File: config.mk
export PLATFORM = sky130hd
export DESIGN_NAME = owdm_div
export DESIGN_NICKNAME = d
export VERILOG_FILES = /design/src/rtl/owdm_pkg.sv /design/src/rtl/owdm_div.sv
export SDC_FILE = /design/constraint.sdc
export NUM_CORES = 2
export LEC_CHECK = 0
export BUFFER_PORTS_ARGS = -buffer_cell sky130_fd_sc_hd__buf_2
export CAP_MARGIN = 20
export CORE_MARGIN = 3
export CORE_UTILIZATION = 40
export CTS_BUF_LIST = sky130_fd_sc_hd__clkbuf_8
export DETAILED_ROUTE_END_ITERATION = 16
export GPL_ROUTABILITY_DRIVEN = 0
export PLACE_DENSITY_LB_ADDON = 0.12
export SLEW_MARGIN = 20
export SYNTH_ARGS = -nofsm -noshare
export SYNTH_HDL_FRONTEND = slang
export SYNTH_SLANG_ARGS = --single-unit
File: constraint.sdc
create_clock -name clock -period 8.3 [get_ports clock]
set_input_delay 0.83 -clock clock [delete_from_list [all_inputs] [get_ports clock]]
set_output_delay 0.83 -clock clock [all_outputs]
set_load 0.1 [all_outputs]
File: src/rtl/owdm_pkg.sv
package owdm_pkg;

   // datapath widths
   localparam int VEL_W      = 16;
   localparam int DRV_W      = 18;
   localparam int MAG_W      = 17;
   localparam int LIM_W      = 15;
   localparam int NUM_W      = MAG_W + LIM_W;
   localparam int QUO_W      = 15;
   localparam int COEF_W     = 30;
   localparam int PROD_W     = VEL_W + 1 + COEF_W - 1;
   localparam int DIV_STEPS  = 3;
   localparam int DIV_STAGES = QUO_W / DIV_STEPS;
   localparam int LANES      = 3;

   // velocity scaling: 1.35 in Q8.8, capped at 135
   localparam logic [VEL_W-1:0] VEL_CAP    = 16'd34560;
   localparam logic [VEL_W-1:0] VEL_WHOLE  = 16'd345;
   localparam logic [9:0]       FRAC_MUL   = 10'd6;
   localparam logic [9:0]       FRAC_BIAS  = 10'd5;
   localparam logic [17:0]      RECIP_TEN  = 18'd205;
   localparam logic [34:0]      RECIP_FIVE = 35'd209716;

   // mix coefficients, Q1.14
   localparam int COEF_MAIN  = 9476;
   localparam int COEF_CROSS = 5461;
   localparam int COEF_SIDE  = 10922;

   localparam logic signed [PROD_W-1:0] ROUND_HALF = 46'sd134217728;

   // reset values of the control registers
   localparam logic [7:0] RST_HEADING_GAIN = 8'd51;
   localparam logic [6:0] RST_TURN_LIMIT   = 7'd10;
   localparam logic [6:0] RST_DRIVE_LIMIT  = 7'd100;
   localparam logic [7:0] RST_STOP_MAIN    = 8'd20;
   localparam logic [7:0] RST_STOP_SIDE    = 8'd15;
   localparam logic [7:0] RST_SLOW_RANGE   = 8'd25;
   localparam logic [9:0] RST_LINE_LEVEL   = 10'd20;

   typedef enum logic [2:0] {
      CSR_HEADING_GAIN,
      CSR_TURN_LIMIT,
      CSR_DRIVE_LIMIT,
      CSR_STOP_MAIN,
      CSR_STOP_SIDE,
      CSR_SLOW_RANGE,
      CSR_LINE_LEVEL
   } csr_index_type;

   typedef enum logic [1:0] {
      SLOW_NONE,
      SLOW_HALF,
      SLOW_SIXTY,
      SLOW_STOP
   } slow_type;

   typedef struct packed {
      logic signed [COEF_W-1:0] a1;
      logic signed [COEF_W-1:0] a2;
      logic signed [COEF_W-1:0] a3;
   } coef_type;

   typedef struct packed {
      logic [MAG_W-1:0] rem;
      logic [QUO_W-1:0] nq;
   } div_lane_type;

   typedef struct packed {
      div_lane_type [LANES-1:0]          lane;
      logic [MAG_W-1:0]                  divisor;
      logic [LANES-1:0]                  neg;
      logic [LANES-1:0][DRV_W-1:0]       drv;
      logic                              scale;
      logic                              stop;
   } div_beat_type;

   // sine in Q1.14 over twelve sectors of 30 degrees
   function automatic int sin_q14(input logic [3:0] k);
      int s;
      case (k)
         4'd0:    s = 0;
         4'd1:    s = 8192;
         4'd2:    s = 14189;
         4'd3:    s = 16384;
         4'd4:    s = 14189;
         4'd5:    s = 8192;
         4'd6:    s = 0;
         4'd7:    s = -8192;
         4'd8:    s = -14189;
         4'd9:    s = -16384;
         4'd10:   s = -14189;
         4'd11:   s = -8192;
         default: s = 0;
      endcase
      return s;
   endfunction

   // per-sector wheel coefficients, sine and cosine folded in
   function automatic coef_type mix_coef(input logic [3:0] dir);
      coef_type   c;
      logic [3:0] k;
      logic [3:0] kc;
      int         sv;
      int         cv;
      k  = (dir >= 4'd12) ? dir - 4'd12 : dir;
      kc = (k >= 4'd9) ? k - 4'd9 : k + 4'd3;
      sv = sin_q14(k);
      cv = sin_q14(kc);
      c.a1 = COEF_W'(COEF_MAIN * cv - COEF_CROSS * sv);
      c.a2 = COEF_W'(-COEF_MAIN * cv - COEF_CROSS * sv);
      c.a3 = COEF_W'(COEF_SIDE * sv);
      return c;
   endfunction

   // a few restoring division steps on every lane
   function automatic div_beat_type div_step(input div_beat_type b);
      div_beat_type r;
      logic [MAG_W:0] t;
      logic           qb;
      r = b;
      for (int l = 0; l < LANES; l++) begin
         for (int s = 0; s < DIV_STEPS; s++) begin
            t  = {r.lane[l].rem, r.lane[l].nq[QUO_W-1]};
            qb = (t >= {1'b0, r.divisor});
            r.lane[l].rem = qb ? MAG_W'(t - {1'b0, r.divisor}) : t[MAG_W-1:0];
            r.lane[l].nq  = {r.lane[l].nq[QUO_W-2:0], qb};
         end
      end
      return r;
   endfunction

endpackage

File: src/rtl/owdm_div.sv
module owdm_div import owdm_pkg::*; (
   input  logic         clock,
   input  logic         reset,
   input  logic         in_valid,
   output logic         in_ready,
   input  div_beat_type in_beat,
   output logic         out_valid,
   input  logic         out_ready,
   output div_beat_type out_beat
);

   logic [DIV_STAGES-1:0] vld_ff;
   logic [DIV_STAGES-1:0] vld_in;
   logic [DIV_STAGES-1:0] load;
   div_beat_type          beat_ff [DIV_STAGES];
   div_beat_type          beat_in [DIV_STAGES];

   // stage loads when empty or when its successor moves
   always_comb begin
      load[DIV_STAGES-1] = !vld_ff[DIV_STAGES-1] || out_ready;
      for (int s = DIV_STAGES - 2; s >= 0; s--) begin
         load[s] = !vld_ff[s] || load[s+1];
      end
   end

   // each stage retires a few quotient bits
   for (genvar s = 0; s < DIV_STAGES; s++) begin : g_stage
      if (s == 0) begin : g_first
         assign beat_in[s] = div_step(in_beat);
         assign vld_in[s]  = in_valid;
      end else begin : g_next
         assign beat_in[s] = div_step(beat_ff[s-1]);
         assign vld_in[s]  = vld_ff[s-1];
      end

      always_ff @(posedge clock) begin
         if (load[s]) begin
            beat_ff[s] <= beat_in[s];
         end
      end
   end

   always_ff @(posedge clock) begin
      if (reset) begin
         vld_ff <= '0;
      end else begin
         for (int s = 0; s < DIV_STAGES; s++) begin
            if (load[s]) begin
               vld_ff[s] <= vld_in[s];
            end
         end
      end
   end

   assign in_ready  = load[0];
   assign out_valid = vld_ff[DIV_STAGES-1];
   assign out_beat  = beat_ff[DIV_STAGES-1];

endmodule

; Word-level counts from Yosys, hierarchy flattened
; Memory sizes are Yosys's and may differ from the RTL's.
; Index checks and enable logic that the tools add are counted.
; Widths: inputs -> output; s select.
[classes]
reduce_logical = 10
n_addsub = 45
mux = 55
order_cmp = 45
[op_table]
columns = cell, count
row1 = $ge 18x17->1, 45
row2 = $mux 17, 45
row3 = $sub 17x17->17, 45
row4 = $mux 1, 10
row5 = $logic_not 1->1, 5
row6 = $logic_or 1x1->1, 5
[totals]
regBits = 5
memories = 1
word_cells = 161
output_inout_bits = 174
input_bits = 176
mem_bits_rw = 860
[memory_table]
columns = memory, words, width, read_ports, rd_ports_with_merged_regs, wr, line_no
row1 = beat_ff, 5, 172, 5, 0, 5, owdm_div.sv:15  ; div_beat_type beat_ff [DIV_STAGES];

; Longest topological paths before layout
[logic_depth]
word_depth = 8
ltp_mapped = 42
depth_no_buf = 37

; Worst setup path after synthesis
; OpenSTA, ideal clock, no wires.
[synth_path]
path_kind = in2reg
startpoint = in in_beat[60] (netlist name)
endpoint = mem beat_ff[0][164] (netlist name) (data pin)
path_buffers = 5
setup_slack_ns = -0.629
t_required_ns = 8.039
t_arrival_ns = 8.668
stages = 36
setup_ns = 0.261
path_cell_list = inv_1 > fa_1 > a211o_1 > o211ai_1 > a311oi_1 > o21ai_0 > a21oi_1 > clkbuf_1 > buf_1 > nor2_1 > a21oi_1 > inv_1 > fa_1 > nand2b_1 > a211oi_1 > o21ai_1 > o21ai_1 > o21ai_0 > a31oi_1 > a2111o_1 > clkbuf_1 > clkbuf_1 > a21oi_1 > fa_1 > a21o_1 > a21oi_1 > o21bai_1 > a21oi_1 > a21oi_1 > o211ai_1 > nand2_1 > or3_1 > clkbuf_1 > nand2_1 > inv_2 > a221o_1
[synth_lines]
columns = item, line_no
row1 = start: declaration, owdm_div.sv:6  ; input div_beat_type in_beat,
row2 = end: declaration, owdm_div.sv:15

==> impl_results.md <==
* Final setup fails at 0
* Clock skew at ~0.08 ns
* Via density at 5.47
* Final hold vios at 0
* Post-Syn Nets at 8151
* Cells after synthesis at 7165
* Crit path max-delay cell type: edfxtp_1
* Worst Path Arrival at about 8.6 ns
* Setup slack after layout at 0.328 ns
* Crit path kind: register to register
* Clock Tree Buf Depth at 3
* Slew HR at between 30% and 40%
* Synth Area in Adders at 14.7%
* Die X at 427 µm
* Met1 Usage GRT at 29.2%
* Worst skew pair latency at 1.00 ns
* DP HPWL at about 180 mm
* Crit end category: register
* Post-place setup slack at -0.159 ns
* Req. time, crit path at 8.96 ns
* Buffers on Ports at ~350
* NumNets Final at roughly 9k
* Synth Area in Compound Gates at 18.5%
* Num Clock Sinks at 865
* Register-to-register setup slack at 0.33 ns
* WHS Path Cells at 1
* Area contributors post-synth: edfxtp_1 36%, ha_1 13%, xnor2_1 4.7%, a21oi_1 4.1%, a21o_1 2.8%
* Slowest cell delay on critical path at 0.49 ns
* Die Span Y at 427 µm
* Row count at 154
* Gr ovfl total at 0
* Initial Util at roughly 40%
* Mapped Avg Cell Area at 9.92 µm²
* Main combinational cell family by area after synthesis: compound AO/OA/AOI/OAI gates
* XOR/XNOR share of the synthesized area at 7.20%
* Synthesis Warnings at 0
* Worst-path fanout max at 18
* Area grow syn2layout at 19.1%
* Synth top area share at 36.3%
* Worst flop-to-flop path startpoint: beat_ff[0][90]
* CTS H-tree lvls at 4
* CTS Buf Count at 157
* F_max at 0.125 GHz
* Top cell type by total area after synthesis: edfxtp_1
* Post-synthesis mux area share at 6.40%
* Post-Route WL at 224 mm
* Vias in the first global route at about 57k
* EDFF count, synth at 860
* CP Launch Type: register
* Async S/R FF share, synth at 0%
* 1st-iter DRT viols at 3776
* Synthesis-stage register bit count at 865
* R2r worst-path depth at 34
* Cell variety after synth at 100
* Hold Path End: beat_ff[0][147]
* Fin crit share at 96.1%
* Largest net degree at the start of global routing at 124
* RR Endpoint: beat_ff[0][276]
* Drt drc at 0
* Hold Startpoint: in_beat[144]
* Core Area at between 150000 and 200000 µm²
* I/O pin cnt at 350
* Antenna violations before repair at 4
* Clk slew on worst S/H paths at approximately 0.06 ns
* Sequential Area at 25900 µm²
* Netlist Area Pre-Place at 71100 µm²
* Top cells by count, synth: 860 x edfxtp_1, 765 x ha_1, 589 x a21oi_1
* Detailed Routing Iterations Pass 1 at 6
* GR Layer Usage met3 at 2.80%
* Via count at 58.3k
* Post-route ant nets at 0
* Pins Over Slew Limit at 0
* Status: finished clean
* Layout fillers at around 17k
* Crit path max-delay family: compound AO/OA/AOI/OAI gates
* Global router's overall resource usage at 24.0%
* Top-count cell post-synth: edfxtp_1
* Grt peak-use layer: met2
* Layout cells sized above 1 at 19.7%
* Buf/Inv on CP at 5
* Hold WC Path Type: primary input to register
* Floorplan die area at around 180000 µm²
* Simple-gate share of the synthesized area at 11.7%
* Root Buffer: clkbuf_8
* CTS tree: done
* M2 GR Usage at approximately two fifths
* Final min period at 7.97 ns
* Max cap viols at 0
* Synth Flop Type: edfxtp_1
* Worst Tran Pin Value at slightly above 1 ns
* Area of the multi-input gates at 42200 µm²
* Routed len/inst at 21.1 µm
* Seq/Total Area, Yosys at 36.5%
* First-pass GRT wire length at 337 mm
[state kept, by name, indices dropped and copies added (netlist names)]
register	count
beat_ff	860
vld_ff	5
[area by class of cell]
class,count,share of cell area (%)
Sequential cell,865,30.6
Antenna cell,3,0.00887
Inverter,456,2.06
Clock inverter,125,1.42
Timing Repair Buffer,1169,10.0
Tap cell,2340,3.46
Multi-Input combinational cell,5543,49.8
Clock buffer,157,2.55
[worst max path at each step]
stage / start / endpoint / slack (ns) / depth (start not counted)
global placement: beat_ff[0][466] / beat_ff[0][650] / -0.11 / 35
finish: beat_ff[0][90] / beat_ff[0][276] / 0.33 / 34
detailed placement: in_beat[65] / beat_ff[0][93] / -0.16 / 34
floorplan: beat_ff[0][576] / beat_ff[0][819] / -0.005 / 33
CTS: beat_ff[0][466] / beat_ff[0][639] / 0.006 / 38
global route: beat_ff[0][498] / beat_ff[0][672] / -0.03 / 32
[repair_timing]
item                                    4_1_cts  5_1_grt
gates cloned                                  0        3
gates resized for setup                       4      121
pin swaps                                     0       17
endpoints found under the hold margin       105        0
setup buffers                                 4       33
endpoints found under the setup margin       25      226
hold buffers                                103        0
[kinds of logic after synthesis]
group / after synthesis
AO/OA/AOI/OAI: 2029
XOR/XNOR: 584
buffers and inverters: 759
AND/OR/NAND/NOR: 1695
flip-flops: 865
adder cells (fa/ha/maj): 810
multiplexers: 423
[layout by cell type, fill, tap and decap left out, types with 95 or more instances in the layout]
cell type,Yosys,final
nor2b_1,95,95
o21ai_0,380,356
a21oi_1,589,564
dlygate4sd3_1,0,103
buf_4,174,690
nand3_1,118,117
a21o_1,261,261
ha_1,765,762
nand2_1,404,400
mux2i_1,190,182
edfxtp_1,860,860
nor3_1,125,122
nand2b_1,118,117
inv_1,441,472
nand4_1,109,109
mux2_2,146,145
o21a_1,102,102
xnor2_1,379,379
buf_2,22,350
xor2_1,205,205
nor2_1,462,460
clkbuf_8,0,157
[layer usage]
| metal | vias to the layer above | wire length [µm] |
|---|---|---|
| met5 | - | 11 |
| met1 | 27700 | 94700 |
| met3 | 432 | 8290 |
| met4 | 2 | 12300 |
| met2 | 1462 | 109000 |
| li1 | 28800 | - |
[worst reg2reg max path, delay by kind of cell, from the launching register on]
kind                       cells  cell delay [ns]
AOI/OAI and AO/OA             16             3.08
muxes                          2             0.73
adders and majority gates      4             1.39
DFF                            1             0.49
and+or+nand+nor                7             1.32
buffers and inverters          5             0.70
[through the flow]
step	area [µm²]	std cells	hold WS [ns]	utilization (%)	TNS, ns
global placement	79400	10200	0.400	45.1	-0.660
CTS	83900	10600	0.0282	47.6	0
finish	84600	10700	0.164	48.0	0
global route	84600	10700	0.108	48.0	-0.0609
detailed placement	79400	10200	0.405	45.1	-3.72
floorplan	71100	7165	0.400	-	-0.0362
Power is not shown: default switching activity piles up to over one toggle a cycle in this logic, so the estimate is an artifact.
